==> src/hw/rtl/fdht_pkg.sv <==
// ----------------------------------------------------------------------------
// fdht_pkg
// Shared types and constants of the fitness-displacing slot table.
// ----------------------------------------------------------------------------
package fdht_pkg;

    // Table geometry; the slot count is a power of two so the walk wraps.
    localparam int TABLE_SLOTS = 1024;
    localparam int SLOT_W      = $clog2(TABLE_SLOTS);

    // Field widths.
    localparam int HASH_W  = 64;
    localparam int FIT_W   = 32;
    localparam int DATA_W  = 64;
    localparam int LIMIT_W = 7;
    localparam int STEP_W  = 4;
    localparam int WORD_W  = DATA_W + FIT_W;

    // Step base. Since 2^12 mod 13 is 1, the hash is folded into a sum of
    // 12-bit chunks, and the small sum is reduced by a reciprocal multiply.
    localparam logic [STEP_W-1:0] STEP_BASE   = 4'd13;
    localparam int                FOLD_SUM_W  = 15;
    localparam int                RED_W       = 13;
    localparam logic [RED_W-1:0]  RECIP_MUL   = 13'd5042;
    localparam int                RECIP_SHIFT = 16;

    // Largest fitness kept; all ones saturates to this.
    localparam logic [FIT_W-1:0] FIT_MAX = 32'hFFFF_FFFE;

    typedef enum logic [1:0] {
        FUNC_INSERT = 2'd0,
        FUNC_READ   = 2'd1,
        FUNC_CLEAR  = 2'd2,
        FUNC_NOP    = 2'd3
    } func_t;

    typedef enum logic [1:0] {
        ST_PLACED    = 2'd0,
        ST_DUPLICATE = 2'd1,
        ST_DROPPED   = 2'd2,
        ST_NONE      = 2'd3
    } status_t;

    // Register indexes of the configuration port.
    localparam logic REG_PROBE_LIMIT = 1'b0;
    localparam logic REG_HALT_FIT    = 1'b1;

    // One classified item on its way from the front to the back.
    typedef struct packed {
        func_t             func;
        logic [SLOT_W-1:0] start_pos;
        logic [STEP_W-1:0] step;
        logic [FIT_W-1:0]  fitness;
        logic [DATA_W-1:0] data;
        logic [SLOT_W-1:0] slot_index;
    } entry_t;

    // Queue status seen by both sides.
    typedef struct packed {
        logic full;
        logic empty;
    } q_stat_t;

endpackage

==> src/hw/rtl/fdht_queue.sv <==
// ----------------------------------------------------------------------------
// fdht_queue
// Two-entry queue between the front and the back.
// ----------------------------------------------------------------------------
module fdht_queue (
    input  logic            aclk,
    input  logic            aresetn,
    input  logic            push,
    input  fdht_pkg::entry_t push_entry,
    input  logic            pop,
    output fdht_pkg::entry_t pop_entry,
    output fdht_pkg::q_stat_t stat
);
    import fdht_pkg::*;

    entry_t     slots_reg [2];
    logic       wr_ptr_reg, wr_ptr_next;
    logic       rd_ptr_reg, rd_ptr_next;
    logic [1:0] count_reg, count_next;

    // Pointer and fill count update.
    always_comb begin
        wr_ptr_next = wr_ptr_reg ^ push;
        rd_ptr_next = rd_ptr_reg ^ pop;
        count_next  = count_reg + 2'(push) - 2'(pop);
    end

    always_ff @(posedge aclk) begin
        if (!aresetn) begin
            wr_ptr_reg <= 1'b0;
            rd_ptr_reg <= 1'b0;
            count_reg  <= 2'd0;
        end else begin
            wr_ptr_reg <= wr_ptr_next;
            rd_ptr_reg <= rd_ptr_next;
            count_reg  <= count_next;
        end
    end

    // Entry storage.
    always_ff @(posedge aclk) begin
        if (push) begin
            slots_reg[wr_ptr_reg] <= push_entry;
        end
    end

    assign pop_entry  = slots_reg[rd_ptr_reg];
    assign stat.full  = (count_reg == 2'd2);
    assign stat.empty = (count_reg == 2'd0);

endmodule

==> config.mk <==
export PLATFORM = sky130hd
export DESIGN_NAME = fdht_queue
export DESIGN_NICKNAME = d
export VERILOG_FILES = /design/src/hw/rtl/fdht_pkg.sv /design/src/hw/rtl/fdht_queue.sv
export SDC_FILE = /design/constraint.sdc
export NUM_CORES = 1
export LEC_CHECK = 0
export ABC_AREA = 1
export BUFFER_PORTS_ARGS = -buffer_cell sky130_fd_sc_hd__buf_2
export CAP_MARGIN = 0
export CORE_MARGIN = 5
export CORE_UTILIZATION = 51
export DETAILED_ROUTE_END_ITERATION = 10
export GPL_TIMING_DRIVEN = 0
export PLACE_DENSITY = 0.78
export SLEW_MARGIN = 20
export SYNTH_ARGS = -nofsm -noshare
export SYNTH_HDL_FRONTEND = slang
export SYNTH_SLANG_ARGS = --single-unit
==> constraint.sdc <==
create_clock -name aclk -period 9.23 [get_ports aclk]
set_input_delay 0.4615 -clock aclk [delete_from_list [all_inputs] [get_ports aclk]]
set_output_delay 0.4615 -clock aclk [all_outputs]
set_load 0.005 [all_outputs]
==> flow_metrics.env <==
export IMPL_status="finished, final reports clean"
export IMPL_worstPathArrival_ns=1.78
export IMPL_crit_path_max_fanout=10
export IMPL_vias_per_cell=5.07
export IMPL_maxCapViolations=0
export IMPL_wl_per_cell_um=19.6
export IMPL_cts_sinks=249
export IMPL_synthDistinctLibCells=14
export IMPL_max_vdd_ir_drop_mv=0.234
export IMPL_grt_max_degree=48
export IMPL_antenna_left=0
export IMPL_total_power_mw=2.52
export IMPL_overflow=0
export IMPL_hold_class="primary input to flop"
export IMPL_gp_congestion=0.763
export IMPL_grt_pass1_vias=5174
export IMPL_worst_skew_pair_late_latency_ns=0.50
export IMPL_fmax_ghz=0.445
export IMPL_cts_root_buf="clkbuf_16"
export IMPL_tightest_slew_ns=0.465
export IMPL_area_growth_pct=25.4
export IMPL_via_count=4719
export IMPL_drcViolationCount=0
export IMPL_seq_area_frac_synth_pct=79.3
export IMPL_start_util_pct=52.0
export IMPL_fin_cells=930
export IMPL_wl_um=18200
export IMPL_drive_gt1_share_pct=60.2
export IMPL_min_period_ns=2.24
export IMPL_end_kind="primary output"
export IMPL_slew_violations=0
export IMPL_final_cell_mix="253 x buf_2, 244 x edfxtp_1, 80 x mux2_4"
export IMPL_grt_use_total_pct=16.4
export IMPL_hpwlAfterDp_um=12800
export IMPL_dieHeight_um=146
export IMPL_placed_cells=891
export IMPL_firstDrtPassIters=4
export IMPL_crit_required_ns=8.77
export IMPL_largest_reg_flops=244
export IMPL_critPathLaunchType="flop"
export IMPL_slew_headroom_pct=69.0
export IMPL_hold_slack_ns=0.144
export IMPL_cts_resized=0
export IMPL_postCtsHoldBufs=0
export IMPL_ys_ff_latch=249
export IMPL_synth_top_area_share_pct=78.2
export IMPL_cts_tree="yes"
export IMPL_yosysTopAreaCell="edfxtp_1"
export IMPL_netlist_area_um2=9370
export IMPL_die_width_um=146
export IMPL_finalSetupTns_ns=0
export IMPL_post_cts_buffers=0
export IMPL_antenna_found_initial=4
export IMPL_powerDensity_nw_per_um2=215
export IMPL_mappedNetlistNets=539
export IMPL_grt_pass1_wl_um=27800
export IMPL_setup_violations_final=0
export IMPL_numCtsBuffers=25
export IMPL_final_nets=819
export IMPL_period_share_pct=24.3
export IMPL_path_clk_slew_ns=0.06
export IMPL_layout_commonest_cell="buf_2"
export IMPL_coreArea_um2=18000
export IMPL_cts_path_max_buffers=3
export IMPL_criticalPathCategory="flop to primary output"
export IMPL_place_port_buffers=249
export IMPL_power_leakage_nw=4.63
export IMPL_rsz0062_at_grt="false"
export IMPL_synth_warnings=0
export IMPL_syn_avg_cell_area_um2=22.9
export IMPL_fp_dieArea_um2=21200
export IMPL_finClkSkew_ns=0.0121
export IMPL_syn_inst=409
export IMPL_drt_iter0_markers=158
export IMPL_row_count=49
export IMPL_num_io_pins=250
export IMPL_htree_levels=1
export IMPL_hold_viol_final=0
export IMPL_synth_top_cells_by_area="edfxtp_1 78%, mux2_4 13%, mux2_2 5.0%, buf_6 1.1%, dfxtp_1 1.1%"
## cell type report
type	count	area, µm²
Tap cell	229	287
Clock buffer	31	648
Timing Repair Buffer	253	1360
Antenna cell	2	5.00
Fill cell	1233	6280
Multi-Input combinational cell	139	1810
Inverter	7	26.3
Clock inverter	6	56.3
Sequential cell	249	7430
Buffer	14	136
## synth_stat cells
library cell,number
edfxtp_1,244
ha_1,4
nand2_1,4
dfxtp_1,5
buf_2,4
buf_8,1
nand3_1,1
xnor2_1,1
a21oi_1,1
inv_1,7
buf_6,9
nor2_1,6
mux2_2,42
mux2_4,80
## metrics by stage
stage               util, %  instance area (µm²)  setup slack (ns)
finish                 65.2                11700              6.99
global route           65.2                11700              6.90
detailed placement     61.2                11000              7.13
CTS                    65.1                11700              6.93
global placement       60.5                10900              4.00
floorplan                 -                 9370              5.41
## routing by layer
layer | track usage [%] | wire length [µm]
met2 | 28.8 | 9260
met5 | 0 | 27
met4 | 4.71 | 374
met1 | 19.1 | 6950
met3 | 5.64 | 1630
## path summary, 6_finish.rpt
path	from	end	slack (ns)	cells after the start
min reg2reg	rd_ptr_reg	flop	0.53	2
max	flop	pop_entry[82]	6.99	5
min	push_entry[30]	slots_reg[1][30]	0.14	1
max reg2reg	wr_ptr_reg	slots_reg[0][71]	7.42	4
## critical path, stage by stage, from the launching register on
cell     delay [ns]
dfxtp_1        0.32
buf_6          0.11
buf_8          0.16
buf_6          0.20
mux2_4         0.31
buf_2          0.15
## report_power, final
group / switching, mW / internal [mW]
registers: 0.0179 / 1.32
logic: 0.134 / 0.160
clock network: 0.376 / 0.517
total: 0.528 / 2.00
## kinds of logic after synthesis
| family | after synthesis | share of synthesized area [%] |
|---|---|---|
| XOR/XNOR | 1 | 0.0935 |
| adder cells (fa/ha/maj) | 4 | 0.534 |
| flip-flops | 249 | 79.3 |
| AND/OR/NAND/NOR | 11 | 0.454 |
| AO/OA/AOI/OAI | 1 | 0.0534 |
| multiplexers | 122 | 17.9 |
| buffers and inverters | 21 | 1.74 |
No activity file was read; power rests on OpenSTA's default activity.
