`config.mk`:
```
export PLATFORM = sky130hd
export DESIGN_NAME = fdht_front
export DESIGN_NICKNAME = d
export VERILOG_FILES = /design/src/hw/rtl/fdht_pkg.sv /design/src/hw/rtl/fdht_front.sv
export SDC_FILE = /design/constraint.sdc
export NUM_CORES = 1
export LEC_CHECK = 0
export BUFFER_PORTS_ARGS = -buffer_cell sky130_fd_sc_hd__buf_2
export CAP_MARGIN = 20
export CORE_MARGIN = 2
export CORE_UTILIZATION = 57
export DETAILED_ROUTE_END_ITERATION = 8
export MAX_ROUTING_LAYER = met4
export PLACE_DENSITY = 0.91
export SETUP_SLACK_MARGIN = 0.02
export SLEW_MARGIN = 5
export SYNTH_ARGS = -nofsm -noshare
export SYNTH_HDL_FRONTEND = slang
export SYNTH_SLANG_ARGS = --single-unit
```
`constraint.sdc`:
```
create_clock -name aclk -period 22 [get_ports aclk]
set_clock_uncertainty 0.2 [all_clocks]
set_input_delay 3.3 -clock aclk [delete_from_list [all_inputs] [get_ports aclk]]
set_output_delay 3.3 -clock aclk [all_outputs]
set_load 0.02 [all_outputs]
```
`src/hw/rtl/fdht_pkg.sv`:
```
// ----------------------------------------------------------------------------
// fdht_pkg
// Shared types and constants of the fitness-displacing slot table.
// ----------------------------------------------------------------------------
package fdht_pkg;

    // Table geometry; the slot count is a power of two so the walk wraps.
    localparam int TABLE_SLOTS = 1024;
    localparam int SLOT_W      = $clog2(TABLE_SLOTS);

    // Field widths.
    localparam int HASH_W  = 64;
    localparam int FIT_W   = 32;
    localparam int DATA_W  = 64;
    localparam int LIMIT_W = 7;
    localparam int STEP_W  = 4;
    localparam int WORD_W  = DATA_W + FIT_W;

    // Step base. Since 2^12 mod 13 is 1, the hash is folded into a sum of
    // 12-bit chunks, and the small sum is reduced by a reciprocal multiply.
    localparam logic [STEP_W-1:0] STEP_BASE   = 4'd13;
    localparam int                FOLD_SUM_W  = 15;
    localparam int                RED_W       = 13;
    localparam logic [RED_W-1:0]  RECIP_MUL   = 13'd5042;
    localparam int                RECIP_SHIFT = 16;

    // Largest fitness kept; all ones saturates to this.
    localparam logic [FIT_W-1:0] FIT_MAX = 32'hFFFF_FFFE;

    typedef enum logic [1:0] {
        FUNC_INSERT = 2'd0,
        FUNC_READ   = 2'd1,
        FUNC_CLEAR  = 2'd2,
        FUNC_NOP    = 2'd3
    } func_t;

    typedef enum logic [1:0] {
        ST_PLACED    = 2'd0,
        ST_DUPLICATE = 2'd1,
        ST_DROPPED   = 2'd2,
        ST_NONE      = 2'd3
    } status_t;

    // Register indexes of the configuration port.
    localparam logic REG_PROBE_LIMIT = 1'b0;
    localparam logic REG_HALT_FIT    = 1'b1;

    // One classified item on its way from the front to the back.
    typedef struct packed {
        func_t             func;
        logic [SLOT_W-1:0] start_pos;
        logic [STEP_W-1:0] step;
        logic [FIT_W-1:0]  fitness;
        logic [DATA_W-1:0] data;
        logic [SLOT_W-1:0] slot_index;
    } entry_t;

    // Queue status seen by both sides.
    typedef struct packed {
        logic full;
        logic empty;
    } q_stat_t;

endpackage

```
`src/hw/rtl/fdht_front.sv`:
```
// ----------------------------------------------------------------------------
// fdht_front
// Accepts items, saturates the fitness and works out the start slot and the
// probe step (13 less the hash mod 13, by chunk folding and a reciprocal
// multiply) before queuing.
// ----------------------------------------------------------------------------
module fdht_front (
    input  logic                      aclk,
    input  logic                      aresetn,
    input  logic                      s_tvalid,
    output logic                      s_tready,
    input  logic [1:0]                func,
    input  logic [fdht_pkg::HASH_W-1:0] item_hash,
    input  logic [fdht_pkg::FIT_W-1:0]  item_fitness,
    input  logic [fdht_pkg::DATA_W-1:0] item_data,
    input  logic [fdht_pkg::SLOT_W-1:0] slot_index,
    input  fdht_pkg::q_stat_t         q_stat,
    output logic                      q_push,
    output fdht_pkg::entry_t          q_entry
);
    import fdht_pkg::*;

    typedef enum logic [1:0] {
        F_IDLE,
        F_FOLD,
        F_REDUCE,
        F_PUSH
    } fstate_t;

    fstate_t               state_reg, state_next;
    entry_t                ent_reg, ent_next;
    logic [HASH_W-1:0]     hash_reg, hash_next;
    logic [FOLD_SUM_W-1:0] sum_reg, sum_next;
    logic [FOLD_SUM_W-1:0] fold_sum;
    logic [RED_W-1:0]      fold_val;
    logic [2*RED_W-1:0]    red_prod;
    logic [9:0]            red_quot;
    logic [RED_W-1:0]      red_rem;

    // The hash is congruent to the sum of its 12-bit chunks; the sum is
    // folded once more and reduced by a reciprocal multiply.
    always_comb begin
        fold_sum = FOLD_SUM_W'(hash_reg[11:0]) + FOLD_SUM_W'(hash_reg[23:12])
                 + FOLD_SUM_W'(hash_reg[35:24]) + FOLD_SUM_W'(hash_reg[47:36])
                 + FOLD_SUM_W'(hash_reg[59:48]) + FOLD_SUM_W'(hash_reg[63:60]);
        fold_val = RED_W'(sum_reg[11:0]) + RED_W'(sum_reg[14:12]);
        red_prod = (2*RED_W)'(fold_val) * (2*RED_W)'(RECIP_MUL);
        red_quot = red_prod[RECIP_SHIFT +: 10];
        red_rem  = fold_val - RED_W'(RED_W'(red_quot) * RED_W'(STEP_BASE));
    end

    // Next-state logic.
    always_comb begin
        state_next = state_reg;
        ent_next   = ent_reg;
        hash_next  = hash_reg;
        sum_next   = sum_reg;
        q_push     = 1'b0;
        unique case (state_reg)
            F_IDLE: begin
                if (s_tvalid) begin
                    ent_next.func       = func_t'(func);
                    ent_next.start_pos  = item_hash[SLOT_W-1:0];
                    ent_next.step       = STEP_BASE;
                    ent_next.fitness    = (item_fitness > FIT_MAX) ? FIT_MAX : item_fitness;
                    ent_next.data       = item_data;
                    ent_next.slot_index = slot_index;
                    hash_next           = item_hash;
                    state_next = (func_t'(func) == FUNC_INSERT) ? F_FOLD : F_PUSH;
                end
            end
            F_FOLD: begin
                sum_next   = fold_sum;
                state_next = F_REDUCE;
            end
            F_REDUCE: begin
                ent_next.step = STEP_BASE - red_rem[STEP_W-1:0];
                state_next    = F_PUSH;
            end
            F_PUSH: begin
                if (!q_stat.full) begin
                    q_push     = 1'b1;
                    state_next = F_IDLE;
                end
            end
            default: state_next = F_IDLE;
        endcase
    end

    always_ff @(posedge aclk) begin
        if (!aresetn) begin
            state_reg <= F_IDLE;
        end else begin
            state_reg <= state_next;
        end
        ent_reg  <= ent_next;
        hash_reg <= hash_next;
        sum_reg  <= sum_next;
    end

    assign s_tready = (state_reg == F_IDLE);
    assign q_entry  = ent_reg;

endmodule

```
==> flow_summary_export.csv, run 1 <==
group,metric,value,unit
cts,ctsResizeCount,0,
setup_path,r2r-start,"sum_reg[12]$_DFFE_PN_",
routing,num_vias,6438,
yosys,synth_flop_cell,"edfxtp_1",
global_routing,use_met1,31.93,%
setup_path,setup.worst_path.start,"sum_reg[12]$_DFFE_PN_",
global_routing,grt_pass1_vias,6968,
timing,slew-limit-headroom,30.61,%
cts,clock_path_buffers,2,
yosys,yosysUniqueCellTypes,43,
cells_and_area,drive_gt1_share,34.50,%
setup_path,slowest_delay,0.80,ns
setup_path,cp.required,21.99,ns
yosys,syn-cell-area,0.01023,mm^2
yosys,synth_edf_count,191,
routing,via_per_inst,5.343,
die,fp.dieH,138.0,um
yosys,synth_compound_area_share,3.156,%
cts,insertion_delay,0.43,ns
yosys,synth_cells,682,
timing,post-route-period-util,43.58,%
setup_path,cp_max_fo,7,
die,dieArea,0.01903,mm^2
routing,drtIter0Drc,427,
cells_and_area,fin_nets,1309,
placed_design,gp_congestion,0.9241,
timing,finalSetupViolations,0,
routing,wl_per_cell,21.14,um
global_routing,top_usage_layer,"met2",
yosys,synth-xor-area-share,3.560,%
yosys,synth.avg_cell_area,15.00,um^2
setup_path,endpoint_kind,"flop",
cells_and_area,largest_reg_flops,121,
global_routing,met3_usage,6.177,%
yosys,ys_seq_area_share,56.47,%
die,die_w,138.0,um
timing,min_period,9.587,ns
routing,drc,0,
global_routing,grt_pass1_wl,37700,um
timing,worst_slew_pin_slew,1.033,ns
yosys,synth_fa_ha_area_share,27.01,%
cells_and_area,stdcell_count,1205,
placed_design,dp.cells,1167,
timing,drv_slew,0,
global_routing,grt_overflow,0,
timing,max_freq,0.1043,GHz
die,pin_count,301,
yosys,synth-seq-cells,193,
timing,hold_viol_final,0,
cells_and_area,layout_common_cells,"buf_2 (299), edfxtp_1 (191), inv_1 (117), ha_1 (88), fa_1 (83)",
global_routing,grt_max_degree,75,
cts,hold_buffers,0,
routing,ant_nets,0,
timing,whs,0.3844,ns
die,start_util,58.72,%
yosys,ys_async_sr_fraction,0,%
cts,cts-root-buf,"clkbuf_16",
routing,drt-pass1-iter-count,4,
routing,wl,25470,um
yosys,synth_top_family_by_area,"adder cells",
global_routing,grt_usage,28.54,%
hold_path,hold_path.class,"reg2reg",
run_status,status,"finished clean",
setup_path,critPathLaunchType,"flop",
yosys,synthSimpleGateAreaFrac,3.438,%
cts,cts_tree,"yes",
placed_design,io_buffer_count,299,
global_routing,antenna_found_initial,6,
hold_path,hold_path.startpoint,"state_reg[0]$_SDFFE_PN0P_",
setup_path,cp_slowest_cell,"xnor2_1",
cells_and_area,area_growth,21.67,%
cts,clock_sinks,193,
flow_run,cap_violations,0,
die,core,0.01742,mm^2
cts,cts_setup_buffers,0,
cts,cts_inserted_buffers,17,
timing,fin_tns_setup,0,ns
global_routing,met2_usage,49.81,%
cells_and_area,final_common_cell,"buf_2",
cts,ctsHtreeMaxLevel,4,
die,rows,48,
setup_path,worstPathArrival,9.58,ns
setup_path,critical_path_class,"reg2reg",
yosys,yosys-mux-area-fraction,0.1957,%
placed_design,hpwlAfterDp,19670,um
yosys,yosys_warnings,0,
timing,rsz0062_at_grt,"no",
cts,clk_pin_slew_worst_paths,0.08,ns
yosys,postSynthNetCount,1030,
## final timing paths
kind | slack, ns | cells past startpoint | end
worst max-delay path | 12.41 | 37 | q_entry[109]$_DFFE_PP_
worst min-delay path | 0.38 | 2 | state_reg[0]$_SDFFE_PN0P_
worst max register to register | 12.41 | 37 | q_entry[109]$_DFFE_PP_
worst min register to register | 0.38 | 2 | state_reg[0]$_SDFFE_PN0P_
## routing by layer
layer	wire, um	vias up
li1	-	2871
met1	8831	3194
met2	13820	303
met3	1733	70
met4	1081	0
met5	0	-
## synth_stat cells, types with 2 or more instances
master    instances  area share [%]
and4_1            3            0.26
dfxtp_1           2            0.39
nor2b_1           6            0.37
a21boi_0          4            0.29
nand4_1          10            0.61
o21ai_0          11            0.54
nor4_1            2            0.12
inv_1           117             4.3
a21o_1            8            0.59
nand2_1          13            0.48
and2_1            2            0.12
clkbuf_1         31             1.1
nand3_1           7            0.34
o21a_1            2            0.15
fa_1             83              16
mux2i_1           2            0.20
ha_1             88              11
xnor2_1          25             2.1
a21oi_1          13            0.64
buf_4            10            0.73
xor2_1           14             1.2
edfxtp_1        191              56
nor2_1           18            0.66
## cells by family (layout without fill, tap and decap cells)
group           Yosys count  count (layout)
simple gates             68              68
mux                       2               2
flops                   193             193
buf+inv                 158             450
other cells               0               6
fa+ha+maj               171             171
xor+xnor                 40              40
compound gates           50              50
## layout make-up
cell class,count,area (um^2)
tap,225,281.5
antenna,6,15.01
timing repair buffer,301,1511
inverter,117,439.2
sequential,193,5776
fill,1089,4974
clock buffer,18,429.2
multi-input combinational,331,3824
clock inverter,14,167.7
## critical path: cells and delay by family, from the launching register on
| kind | cells | cell delay [ns] |
|---|---|---|
| AOI/OAI and AO/OA | 7 | 1.43 |
| xor gates and xnor gates | 9 | 2.25 |
| adders and majority gates | 12 | 4.47 |
| buffers and inverters | 7 | 0.35 |
| DFF | 1 | 0.36 |
| and+or+nand+nor | 2 | 0.29 |
## per-stage QoR
| step | worst slack [ns] | util, % | cell area (um^2) |
|---|---|---|---|
| 2_1_floorplan | 13.33 | - | 10230 |
| 3_3_place_gp | 12.51 | 67.93 | 11830 |
| 3_5_place_dp | 12.39 | 67.93 | 11830 |
| 4_1_cts | 12.37 | 71.36 | 12430 |
| 5_1_grt | 11.78 | 71.44 | 12440 |
| 6_report | 12.41 | 71.44 | 12440 |
Power of run 1 is not shown: default switching activity piles up to over one toggle a cycle in this logic, so the estimate is an artifact.
==> run 2: changes to the inputs <==
--- a/config.mk
+++ b/config.mk
@@ -8,10 +8,10 @@
 export BUFFER_PORTS_ARGS = -buffer_cell sky130_fd_sc_hd__buf_2
 export CAP_MARGIN = 20
 export CORE_MARGIN = 2
-export CORE_UTILIZATION = 57
+export CORE_UTILIZATION = 53
 export DETAILED_ROUTE_END_ITERATION = 8
 export MAX_ROUTING_LAYER = met4
-export PLACE_DENSITY = 0.91
+export PLACE_DENSITY = 0.86
 export SETUP_SLACK_MARGIN = 0.02
 export SLEW_MARGIN = 5
 export SYNTH_ARGS = -nofsm -noshare
==> constraint.sdc (replaced) <==
create_clock -name aclk -period 9.5 [get_ports aclk]
set_clock_uncertainty 0.2 [all_clocks]
set_input_delay 1.425 -clock aclk [delete_from_list [all_inputs] [get_ports aclk]]
set_output_delay 1.425 -clock aclk [all_outputs]
set_load 0.02 [all_outputs]
==> flow_summary_export.csv, run 2 (synthesis gave the netlist of run 1 again) <==
group,metric,value,unit
global_routing,met3_usage,7.579,%
timing,max_freq,0.1125,GHz
timing,worst_slew_pin_slew,0.9745,ns
setup_path,crit_top_cell,"xnor2_1",
timing,rsz0062_at_grt,"no",
flow_run,cap_violations,0,
cts,cts-root-buf,"clkbuf_16",
die,rows,50,
placed_design,dpl_cell_area,0.01195,mm^2
cells_and_area,post-route-cell-area,0.01263,mm^2
die,core,0.01883,mm^2
die,pin_count,301,
timing,finalSetupViolations,0,
timing,drv_slew,0,
placed_design,dp.cells,1212,
setup_path,cp_max_fo,5,
global_routing,grt_pass1_vias,7064,
timing,fin_tns_setup,0,ns
cells_and_area,area_growth,23.54,%
routing,num_vias,6496,
setup_path,critPathLaunchType,"flop",
die,die_w,142.9,um
timing,min_period,8.888,ns
global_routing,grt_max_degree,79,
cts,ctsHtreeMaxLevel,4,
routing,drt-pass1-iter-count,5,
routing,drc,0,
global_routing,top_usage_layer,"met2",
setup_path,slowest_delay,0.54,ns
routing,drtIter0Drc,576,
routing,via_per_inst,5.209,
timing,post-route-period-util,93.56,%
die,fp.dieH,142.9,um
setup_path,cp.required,9.51,ns
cells_and_area,final_common_cell,"buf_2",
cts,clock_path_buffers,2,
global_routing,grt_pass1_wl,38670,um
timing,hold_viol_final,0,
run_status,status,"finished clean",
cts,clock_sinks,193,
setup_path,critical_path_class,"reg2reg",
cts,hold_buffers,0,
cells_and_area,largest_reg_flops,121,
routing,wl_per_cell,20.98,um
setup_path,endpoint_kind,"flop",
cts,cts_inserted_buffers,17,
cells_and_area,stdcell_count,1247,
setup_path,cp_slowest_cell,"fa_1",
global_routing,use_met1,30.72,%
cells_and_area,finalCoreUtilization,67.10,%
placed_design,hpwlAfterDp,19050,um
setup_path,cp_top_family,"adder cells",
global_routing,met2_usage,44.95,%
placed_design,io_buffer_count,299,
cells_and_area,drive_gt1_share,35.67,%
setup_path,crit_buf_inv,8,
cells_and_area,layout_common_cells,"buf_2 (299), edfxtp_1 (191), inv_1 (117), ha_1 (88), fa_1 (83)",
timing,slew-limit-headroom,35.04,%
cts,clk_pin_slew_worst_paths,0.09,ns
global_routing,grt_overflow,0,
routing,wl,26160,um
setup_path,worstPathArrival,8.90,ns
global_routing,antenna_found_initial,3,
routing,ant_nets,0,
placed_design,gp_congestion,0.8799,
cts,insertion_delay,0.45,ns
cells_and_area,fin_nets,1319,
cts,cts_tree,"yes",
hold_path,hold_path.class,"reg2reg",
die,dieArea,0.02042,mm^2
die,start_util,54.31,%
global_routing,grt_usage,27.04,%
==> run 2: worst min-delay path: cells and delay by family (launching register included) <==
kind             cells  cell delay [ns]
flip-flops           1             0.36
AO/OA/AOI/OAI        1             0.06
AND/OR/NAND/NOR      1             0.11
==> run 2: what timing repair did <==
| item | in CTS | in global routing |
|---|---|---|
| setup buffers | 0 | 0 |
| hold endpoints to repair | 0 | 0 |
| endpoints found under the setup margin | 0 | 1 |
| resized for setup | 0 | 5 |
==> run 2: final timing paths <==
kind                                  start                   endpoint  slack [ns]  cells after the start
hold / removal    state_reg[0]$_SDFFE_PN0P_  state_reg[0]$_SDFFE_PN0P_        0.37                      2
setup / recovery       sum_reg[0]$_DFFE_PN_     q_entry[109]$_DFFE_PP_        0.61                     38
hold reg to reg   state_reg[0]$_SDFFE_PN0P_  state_reg[0]$_SDFFE_PN0P_        0.37                      2
setup reg to reg       sum_reg[0]$_DFFE_PN_     q_entry[109]$_DFFE_PP_        0.61                     38
==> run 2: layout make-up <==
| cell class | instances | area [um^2] |
|---|---|---|
| Inverter | 117 | 439.2 |
| Fill cell | 1172 | 6196 |
| Timing Repair Buffer | 311 | 1587 |
| Clock inverter | 15 | 217.7 |
| Antenna cell | 3 | 7.507 |
| Multi-Input combinational cell | 331 | 3857 |
| Clock buffer | 17 | 425.4 |
| Tap cell | 260 | 325.3 |
| Sequential cell | 193 | 5776 |
==> run 2: stage by stage <==
stage	hold slack (ns)	setup slack (ns)
2_1_floorplan	0.3074	0.8282
3_3_place_gp	0.3344	0.5377
3_5_place_dp	0.3443	0.3366
4_1_cts	0.3679	0.3451
5_1_grt	0.4154	0.002434
6_report	0.3665	0.6123
==> run 2: metal layers <==
metal	vias to the layer above	wire length (um)
met2	326	13770
met1	3224	9360
met4	0	1018
met3	61	2009
li1	2885	-
met5	-	0
Power of run 2 is left out for the same reason.
==> run 3: changes to the inputs <==
--- a/config.mk
+++ b/config.mk
@@ -7,12 +7,12 @@
 export LEC_CHECK = 0
 export BUFFER_PORTS_ARGS = -buffer_cell sky130_fd_sc_hd__buf_2
 export CAP_MARGIN = 20
+export CORE_ASPECT_RATIO = 1.75
 export CORE_MARGIN = 2
 export CORE_UTILIZATION = 53
 export DETAILED_ROUTE_END_ITERATION = 8
 export MAX_ROUTING_LAYER = met4
 export PLACE_DENSITY = 0.86
-export SETUP_SLACK_MARGIN = 0.02
 export SLEW_MARGIN = 5
 export SYNTH_ARGS = -nofsm -noshare
 export SYNTH_HDL_FRONTEND = slang
==> flow_summary_export.csv, run 3 (synthesis gave the netlist of run 1 again) <==
group,metric,value,unit
hold_path,hold_path.startpoint,"state_reg[1]$_SDFFE_PN0P_",
cells_and_area,area_growth,22.29,%
timing,drv_slew,0,
flow_run,cap_violations,0,
cells_and_area,fin_nets,1319,
cts,hold_buffers,0,
cts,ctsResizeCount,0,
cells_and_area,drive_gt1_share,35.47,%
cts,clk_pin_slew_worst_paths,0.08,ns
cts,cts_inserted_buffers,17,
setup_path,crit_top_cell,"ha_1",
global_routing,grt_max_degree,74,
cts,cts_tree,"yes",
setup_path,cp_top_family,"adder cells",
placed_design,io_buffer_count,299,
setup_path,critical_path_class,"reg2reg",
setup_path,cp_max_fo,4,
timing,rsz0062_at_grt,"no",
timing,worst_slew_pin_slew,0.9061,ns
timing,hold_viol_final,0,
cells_and_area,fill_cells,1244,
routing,drt-pass1-iter-count,4,
cts,clock_sinks,193,
setup_path,r2r-end,"q_entry[109]$_DFFE_PP_",
die,pin_count,301,
setup_path,critPathLaunchType,"flop",
hold_path,hold_path.class,"reg2reg",
timing,post-route-period-util,95.10,%
setup_path,rrSetupSlack,0.47,ns
hold_path,hold_end,"state_reg[1]$_SDFFE_PN0P_",
die,dieArea,0.02047,mm^2
setup_path,r2r-start,"sum_reg[1]$_DFFE_PN_",
die,core,0.01903,mm^2
run_status,status,"finished clean",
global_routing,grt_pass1_vias,7160,
setup_path,crit_buf_inv,5,
die,die_w,109.0,um
routing,wl,25490,um
timing,slew-limit-headroom,39.59,%
hold_path,min_path_cells,2,
routing,wl_per_cell,20.75,um
cells_and_area,largest_reg_flops,121,
cts,cts-root-buf,"clkbuf_16",
cts,insertion_delay,0.44,ns
cells_and_area,final_common_cell,"buf_2",
cells_and_area,layout_common_cells,"buf_2 (299), edfxtp_1 (191), inv_1 (117), ha_1 (88), fa_1 (83)",
timing,max_freq,0.1107,GHz
setup_path,slowest_delay,0.58,ns
global_routing,grt_usage,26.55,%
setup_path,reg2reg_depth,33,
global_routing,grt_overflow,0,
routing,drtIter0Drc,435,
placed_design,gp_congestion,0.9045,
setup_path,cp_slowest_cell,"or4_1",
timing,finalSetupViolations,0,
setup_path,worstPathArrival,9.03,ns
die,fp.dieH,187.8,um
cells_and_area,stdcell_count,1228,
routing,num_vias,6494,
routing,via_per_inst,5.288,
setup_path,endpoint_kind,"flop",
routing,drc,0,
placed_design,hpwlAfterDp,19270,um
die,rows,67,
global_routing,grt_pass1_wl,37780,um
setup_path,cp.required,9.50,ns
timing,fin_tns_setup,0,ns
routing,ant_nets,0,
global_routing,antenna_found_initial,3,
placed_design,dp.cells,1193,
die,start_util,53.74,%
cts,clock_path_buffers,2,
cts,ctsHtreeMaxLevel,4,
timing,min_period,9.034,ns
cts,cts_setup_buffers,0,
==> run 3: cell count changes in the layout (fill, tap and decap cells not counted), moves of 2 or more <==
cell        delta
clkinv_2       +2
clkinv_4       +4
clkinv_8       -3
clkinvlp_4     +3
inv_12         -6
inv_6          -3
inv_8          +3
==> run 3: worst register-to-register path: cells and delay by family (launching register included) <==
family	cells	cell delay, ns
AND/OR/NAND/NOR	2	0.73
flip-flops	1	0.40
adder cells (fa/ha/maj)	11	3.92
XOR/XNOR	9	1.71
buffers and inverters	5	0.39
AO/OA/AOI/OAI	6	1.45
==> run 3: layout make-up <==
type	count	area (um^2)	share of cell area, %
Inverter	117	439.2	3.511
Clock inverter	14	126.4	1.010
Timing Repair Buffer	311	1587	12.69
Tap cell	241	301.5	2.411
Clock buffer	18	439.2	3.511
Antenna cell	3	7.507	0.06002
Multi-Input combinational cell	331	3831	30.63
Sequential cell	193	5776	46.18
==> run 3: worst max-delay path by stage <==
stage	startpoint	endpoint	slack, ns	depth (start not counted)
5_1_grt	sum_reg[0]$_DFFE_PN_	q_entry[109]$_DFFE_PP_	0.04	38
4_1_cts	sum_reg[1]$_DFFE_PN_	q_entry[109]$_DFFE_PP_	0.41	36
6_report	sum_reg[1]$_DFFE_PN_	q_entry[109]$_DFFE_PP_	0.47	33
3_3_place_gp	sum_reg[1]$_DFFE_PN_	q_entry[109]$_DFFE_PP_	0.60	36
3_5_place_dp	sum_reg[1]$_DFFE_PN_	q_entry[109]$_DFFE_PP_	0.42	36
2_1_floorplan	sum_reg[1]$_DFFE_PN_	q_entry[109]$_DFFE_PP_	0.83	36
==> run 3: metrics by stage <==
step                hold slack, ns  worst slack [ns]  area (um^2)  utilization [%]
finish                      0.4061            0.4659        12510            65.72
global route                0.4188           0.03817        12510            65.72
CTS                         0.3975            0.4089        12490            65.65
detailed placement          0.3607            0.4240        11930            62.67
global placement            0.3284            0.6011        11930            62.67
floorplan                   0.3074            0.8282        10230                -
==> run 3: layer usage <==
layer / vias to the layer above / share of wire (%) / track usage [%]
met5: - / 0 / -
met4: 0 / 3.8 / 11.64
met3: 53 / 6.2 / 5.805
met2: 290 / 57 / 47.04
met1: 3267 / 33 / 27.55
li1: 2884 / - / -
Power of run 3 is left out for the same reason.
